File: src/rtl/wmft_table.sv
module wmft_table #(
	parameter int DEPTH = 48,
	parameter int AW    = 6
) (
	input  logic          clk,
	input  logic          arst_n,
	input  logic          wr_en,
	input  logic [AW-1:0] wr_addr,
	input  logic [31:0]   wr_data,
	input  logic [AW-1:0] rd_addr,
	output logic [31:0]   rd_data
);

	logic [31:0]      mem [DEPTH];
	logic [DEPTH-1:0] valid_q;
	logic [31:0]      rd_q;

	always_ff @(posedge clk or negedge arst_n) begin
		if (!arst_n) begin
			valid_q <= '0;
		end else if (wr_en) begin
			valid_q[wr_addr] <= 1'b1;
		end
	end

	always_ff @(posedge clk) begin
		if (wr_en) begin
			mem[wr_addr] <= wr_data;
		end
		rd_q <= valid_q[rd_addr] ? mem[rd_addr] : 32'd0;
	end

	assign rd_data = rd_q;

endmodule

File: config.mk
export PLATFORM = sky130hd
export DESIGN_NAME = wmft_table
export DESIGN_NICKNAME = d
export VERILOG_FILES = /design/src/rtl/wmft_table.sv
export SDC_FILE = /design/constraint.sdc
export NUM_CORES = 1
export LEC_CHECK = 0
export BUFFER_PORTS_ARGS = -buffer_cell sky130_fd_sc_hd__buf_2
export CAP_MARGIN = 20
export CORE_MARGIN = 3
export CORE_UTILIZATION = 45
export CTS_CLUSTER_SIZE = 40
export DETAILED_ROUTE_END_ITERATION = 8
export GPL_ROUTABILITY_DRIVEN = 0
export PLACE_DENSITY = 0.71
export SETUP_SLACK_MARGIN = 0.4
export SYNTH_ARGS = -nofsm -noshare
export SYNTH_HDL_FRONTEND = slang
export SYNTH_SLANG_ARGS = --single-unit
File: constraint.sdc
create_clock -name clk -period 5.3 [get_ports clk]
set_input_delay 1.59 -clock clk [delete_from_list [all_inputs] [get_ports clk]]
set_output_delay 1.59 -clock clk [all_outputs]
set_load 0.03 [all_outputs]
Word level (Yosys, flattened, before mapping)

Memory sizes are Yosys's and may differ from the RTL's. A register that Yosys moved wholly into a read port is not among the register bits.
Index checks and enable logic that the tools add are counted.

Latch bits: 0
RAM bits: 1536
Input bits: 47
Register bits: 48
ROM bits: 0
Memories: 1

Memory list:

| memory | words | bits a word | rd ports | clocked after Yosys merged registers in | wr ports | line | source |
|---|---|---|---|---|---|---|---|
| mem    | 48    | 32          | 1        | 1                                       | 1        | 14   | `logic [31:0] mem [DEPTH];` |

Reductions and logical operators: 2
Mux-type cells: 6
Divide/modulo/power cells: 0
Multiply operators: 0
$add $sub $neg: 0
Bitwise operators: 1
Magnitude comparators: 3
Equal/unequal tests: 0
Shift operators: 0

Operators by type and width:

| cell                                                | count |
|---|---|
| OR 48 bit                                           | 1 |
| < comparator 6 x 7 -> 1 bit, second input constant  | 2 |
| binary-select mux 1 bit (select 6 bit)              | 1 |
| demux 1 bit (select 6 bit)                          | 1 |
| >= comparator 6 x 1 -> 1 bit, second input constant | 1 |
| 2-to-1 mux 1 bit                                    | 4 |
| logical AND 1 bit                                   | 1 |
| zero test 1 bit                                     | 1 |

Depth between registers and ports, before layout

Gate-level depths: netlist (run 1).

Depth in word-level cells: 5
Depth in mapped cells: 12
Gate-level depth less buffers: 6

Worst setup path before layout (run 1)

OpenSTA, ideal clock, no wires.

Kind: input -> register
Start point: input wr_addr[5]
End point: memory mem[32][0], enable pin
Buffers on the path: 0
Arrival: 4410 ps
Slack: 428 ps
Cell stages on the path: 4
Cell sequence: nor2b_1 > nand2_1 > or3_1 > nor3_1

RTL lines:

| item            | line | source |
|---|---|---|
| start, declared | 8    | `input logic [AW-1:0] wr_addr,` |
| end, declared   | 14   |  |

No word-level cell before the write port.

Worst setup path after layout (run 1)

Start point: input rd_addr[1]
End point: register rd_q[15], in the netlist rd_data[15], read port of mem

Longest elaborated chain between the ends: 3

Ends and longest elaborated chain:

| item                                   | line | source |
|---|---|---|
| start, declared                        | 10   | `input logic [AW-1:0] rd_addr,` |
| binary-select mux 1 bit (select 6 bit) | 30   | `rd_q <= valid_q[rd_addr] ? mem[rd_addr] : 32'd0;` |
| 2-to-1 mux 1 bit (implied by the code) | 30   |  |
| zero test 1 bit (no source line)       | -    |  |
| end, declared                          | 16   | `logic [31:0] rd_q;` |

Parallel ways exist; a longest one is shown, timed or not. The select of a mux whose other input is x is not followed.
A chain may end at the register's enable or synchronous reset.

==> results of run 1 <==
## power groups by stage
stage,clock [uW],sequential (uW),combinational (uW)
finish,10500,14200,1430
global route,11200,14200,1530
CTS,10700,14200,1440
detailed placement,0,14500,1430
global placement,0,14500,1410
floorplan,0,14500,847
## synthesized netlist by cell type, types with 3 or more instances
cell type and n:
edfxtp_1 1536, mux4_2 292, mux2i_1 232, a22oi_1 79, nor2_1 70, a221oi_1 53, buf_2 50, or2_2 49
dfrtp_1 48, nand2_1 41, clkbuf_1 34, dfxtp_1 32, o21ai_0 30, o21ai_1 28, a21oi_1 24, buf_4 22
buf_6 19, mux4_1 19, buf_12 16, a221o_1 15, nand3_1 15, a221oi_2 13, a311oi_1 12, nor2b_1 11
buf_8 10, a211oi_1 9, and3_1 8, a31oi_1 7, nor3_1 7, mux2_2 6, nand3b_1 6, a22o_1 5
a311oi_2 5, clkbuf_4 5, o211ai_1 5, a2111oi_2 4, nand2b_1 4, o31ai_1 3, or3_1 3
## sequential cells by signal (all words and copies together), names as in the netlist
register,flops
rd_data,32
valid_q,48
mem,1536
## worst max-delay path: stages
cell	delay [ps]
buf_6	500
buf_12	320
buf_4	440
mux4_2	280
mux2i_1	60
a22oi_1	410
nand2_1	180
a311oi_2	260
## final timing paths
check,startpoint,end,slack [ps]
setup / recovery,rd_addr[1],rd_data[15],1770
hold / removal,valid_q[37],valid_q[37],460
setup reg to reg,valid_q[33],rd_data[28],3090
hold reg to reg,valid_q[37],valid_q[37],460
max in group asynchronous,arst_n,valid_q[16],3700
min in group asynchronous,arst_n,valid_q[28],690
## final cells by class
cell class                      instances  area (um^2)
Sequential cell                      1616        48000
Timing Repair Buffer                  201         1710
Clock buffer                          211         4150
Inverter                                3         11.3
Tap cell                             1781         2230
Antenna cell                           11         27.5
Fill cell                           10300        66300
Clock inverter                         60          621
Multi-Input combinational cell       1067        13300
## kinds of logic after synthesis
kind of cell    share of synthesized area [%]
flops                                    77.2
buf+inv                                  2.10
simple gates                             1.76
mux                                      15.2
compound gates                           3.72
## metrics by stage
stage	total power [uW]	hold WS, ps	setup slack, ps	utilization [%]	instance area [um^2]
2_1_floorplan	15400	430	428	-	62100
3_3_place_gp	15900	440	1120	47.8	65200
3_5_place_dp	15900	443	1070	47.8	65200
4_1_cts	26300	459	1880	51.3	69900
5_1_grt	26900	473	1710	51.3	69900
6_report	26200	461	1770	51.3	70000
## metal layers
layer / wire [um] / vias up
li1: - / 12400
met1: 57500 / 15900
met2: 70500 / 1435
met3: 14400 / 267
met4: 3630 / 10
met5: 56 / -
==> impl_metrics.yaml, run 1 <==
worst_setup_path:
  reg2regPathDepth: 7
  worstPathRequired_ps: 5970
  endpoint_kind: "flip-flop"
  startpoint_type: "primary input"
  critPathKind: "in2reg"
  cp_max_fo: 57
  crit_arrival_ps: 4200
timing:
  finalCritPeriodShare_pct: 66.6
  slew_headroom_pct: 34.8
  rsz0062_at_grt: "no"
  slew_violations: 0
  hold_violations: 0
  setup_viol: 0
  skew_ps: 31.4
  fin_setup_tns_ps: 0
  tightestPinTransition_ps: 977
  fmax_mhz: 284
  finalWorstPathRequiredPeriod_ps: 3530
routing:
  num_vias: 30000
  avgRoutedWirePerCell_um: 29.5
  routed_wl_um: 146000
  drtAntennaViolNets: 0
  drt_first_pass_iters: 5
  drt_iter0_drc: 4005
  vias_per_cell: 6.06
  drc: 0
grt:
  antenna_found_initial: 17
  grt_most_used_layer: "met2"
  gr-usage-met2_pct: 32.5
  grt_first_pass_wirelength_um: 212000
  grt_max_degree: 77
  gr-usage-met3_pct: 5.64
  grt_usage_pct: 20.7
  overflow: 0
  grt_pass1_vias: 30300
  grtUsageMet1_pct: 28.4
pwr:
  ir_worst_vdd_v: 0.000318
  pwr-share-seq_pct: 54.4
  leakagePower_uw: 0.0227
  switching_power_uw: 5450
  swShare_pct: 20.8
  powerDensity_nw_per_um2: 374
  combPwrFrac_pct: 5.5
  clkPwrFrac_pct: 40.2
  intPower_uw: 20700
clock_tree:
  cts_tree: "done"
  cts_made_buffers: 149
  cts_resized: 0
  cts.clk_slew.worst_paths_ps: 60
  cts_root_buffer: "clkbuf_16"
  cts_max_level: 4
  cts_sinks: 1616
  cts_hold_buf: 0
  cts_setup_buffers: 0
  clockBufferDepth: 3
  clock_latency_ps: 770
logic_synthesis:
  syn_area_per_cell_um2: 21.8
  synth_nets: 2892
  synthDistinctLibCells: 55
  ys_seq_area_share_pct: 77.2
  synth_seq_cells: 1616
  yosys_most_used_dff: "edfxtp_1"
  async_flop_share_pct: 2.97
  yosysWarnings: 0
  synth_edf_count: 1536
  netlist_area_um2: 62100
  netlist_instances: 2845
  synth_top_area_cell: "edfxtp_1"
  netlist.area_leader.share_pct: 74.2
  synth_area_leaders: "edfxtp_1 74%, mux4_2 11%, mux2i_1 3.7%, dfrtp_1 1.9%, dfxtp_1 1.0%"
floorplanning:
  rows: 135
  die_h_um: 378
  die_x_um: 378
  core_area_um2: 136000
  io_pins: 79
  dieArea_um2: 143000
  start_util_pct: 45.6
placement:
  hpwl_um: 81300
  place_inst: 4668
  port_buffers: 78
status:
  status: "finished, final reports clean"
finish:
  area_growth_pct: 12.6
  drive_gt1_share_pct: 26.7
  layout.cells.most_common: "edfxtp_1"
  nets: 3085
  layout_common_cells: "1,536 x edfxtp_1, 292 x mux4_2, 232 x mux2i_1"
  final_cells: 4950
flow_run:
  cap_violations: 0
hold_path:
  hp-class: "reg2reg"
  hold_depth: 1
No activity file was read; power rests on OpenSTA's default activity.
==> run 2, diff against run 1 <==
clock period = 3.48 ns   (was 5.3 ns; I/O delays follow)
==> run 2 against run 1 <==
Clock skew grew 4.8 ps. Clock power grew 58%. Highest routed layer unchanged. Sequential power grew 53%. Final cell count grew 1.8%. Critical path depth grew 2. Combinational power grew 62%. Critical path type unchanged. Via count grew 2.0%. Flip-flop and latch count is the same.
==> impl_metrics.yaml, run 2 (synthesis results as in run 1) <==
finish:
  multi_input_area_um2: 13300
  nets: 3162
  layout.cells.most_common: "edfxtp_1"
  ff_latch_area_um2: 48000
  finish.utilization_pct: 52.4
  final_cells: 5037
  area_growth_pct: 15.0
  layout_common_cells: "1,536 x edfxtp_1, 292 x mux4_2, 232 x mux2i_1"
  largest-register: "mem"
  nFillCells: 10100
  drive_gt1_share_pct: 28.6
  largest_reg_flops: 1536
worst_setup_path:
  startpoint_type: "primary input"
  slowest_stage: "mux4_2"
  endpoint_kind: "flip-flop"
  reg2regPathDepth: 7
  path_depth: 10
  crit_top_cell: "buf_12"
  worstPathRequired_ps: 4080
  cp_max_fo: 20
  crit_arrival_ps: 3290
  crit_path_cell_trace: "buf_8 -> buf_12 -> buf_12 -> buf_12 -> buf_12 -> mux4_2 -> mux2i_1 -> a22oi_1 -> nand2_1 -> a311oi_1"
  critPathKind: "in2reg"
  crit_buf_inv: 5
  crit_family: "buffers and inverters"
  slowest_delay_ps: 500
routing:
  num_vias: 30600
  drtAntennaViolNets: 0
  vias_per_cell: 6.08
  drt_first_pass_iters: 6
  routed_wl_um: 150000
  avgRoutedWirePerCell_um: 29.8
  drt_iter0_drc: 3393
  drc: 0
timing:
  hold_violations: 0
  finalWorstPathRequiredPeriod_ps: 2690
  skew_ps: 36.2
  setup_viol: 0
  rsz0062_at_grt: "no"
  tightestPinTransition_ps: 1080
  fmax_mhz: 372
  fin_setup_tns_ps: 0
  slew_headroom_pct: 27.7
  finalCritPeriodShare_pct: 77.2
  slew_violations: 0
clock_tree:
  clockBufferDepth: 3
  cts_sinks: 1616
  cts_setup_buffers: 0
  cts.clk_slew.worst_paths_ps: 60
  cts_max_level: 4
  cts_hold_buf: 0
  cts_made_buffers: 155
  cts_resized: 0
  cts_tree: "done"
  cts_root_buffer: "clkbuf_16"
  clock_latency_ps: 770
grt:
  antenna_found_initial: 14
  grt_max_degree: 67
  grt_pass1_vias: 30900
  overflow: 0
  grt_usage_pct: 21.2
  grt_first_pass_wirelength_um: 217000
placement:
  place_inst: 4739
  port_buffers: 78
  hpwl_um: 84800
floorplanning:
  rows: 135
  die_h_um: 378
  start_util_pct: 45.6
  die_x_um: 378
  io_pins: 79
  core_area_um2: 136000
  dieArea_um2: 143000
hold_path:
  hp-class: "in2async"
pwr:
  powerDensity_nw_per_um2: 567
  ir_worst_vdd_v: 0.000431
  leakagePower_uw: 0.0234
  total_power_uw: 40600
status:
  status: "finished, final reports clean"
flow_run:
  cap_violations: 0
-- run 2: worst paths after layout --
| check | start | to | slack (ps) |
|---|---|---|---|
| hold / removal | arst_n | valid_q[37] | 410 |
| min in group clk | valid_q[29] | valid_q[29] | 460 |
| setup / recovery | rd_addr[0] | rd_data[28] | 790 |
| hold reg to reg | valid_q[29] | valid_q[29] | 460 |
| setup reg to reg | valid_q[43] | rd_data[29] | 1140 |
| max in group asynchronous | arst_n | valid_q[13] | 2620 |
-- run 2: cell type report --
| type | instances | share of cell area (%) |
|---|---|---|
| flip-flops and latches | 1616 | 67.1 |
| multi-input cells | 1067 | 18.6 |
| clock buffers | 200 | 5.92 |
| repair buffers | 272 | 4.08 |
| well taps | 1781 | 3.12 |
| clock inverters | 86 | 1.15 |
| diodes | 12 | 0.0420 |
| inverters | 3 | 0.0158 |
-- run 2: per-layer routing --
metal | global-route usage, % | wire [um] | vias to the layer above | part of all wire [%]
met4 | 6.22 | 3940 | 8 | 2.6
met3 | 5.10 | 15400 | 251 | 10
met1 | 29.4 | 58800 | 16200 | 39
met2 | 33.7 | 71900 | 1597 | 48
li1 | - | - | 12600 | -
met5 | 0 | 55 | - | 0.037
-- run 2: per-stage QoR --
stage	area, um^2	worst slack (ps)	hold slack (ps)
after floorplan	62200	-32.9	430
after global placement	66400	-72.4	441
after detailed placement	66400	73.3	447
after CTS	71400	842	389
after global routing	71400	693	441
final	71500	793	412
-- run 2: where the power goes --
group,switching [uW],internal [uW]
clock network,7100,9480
logic,1410,901
registers,111,21600
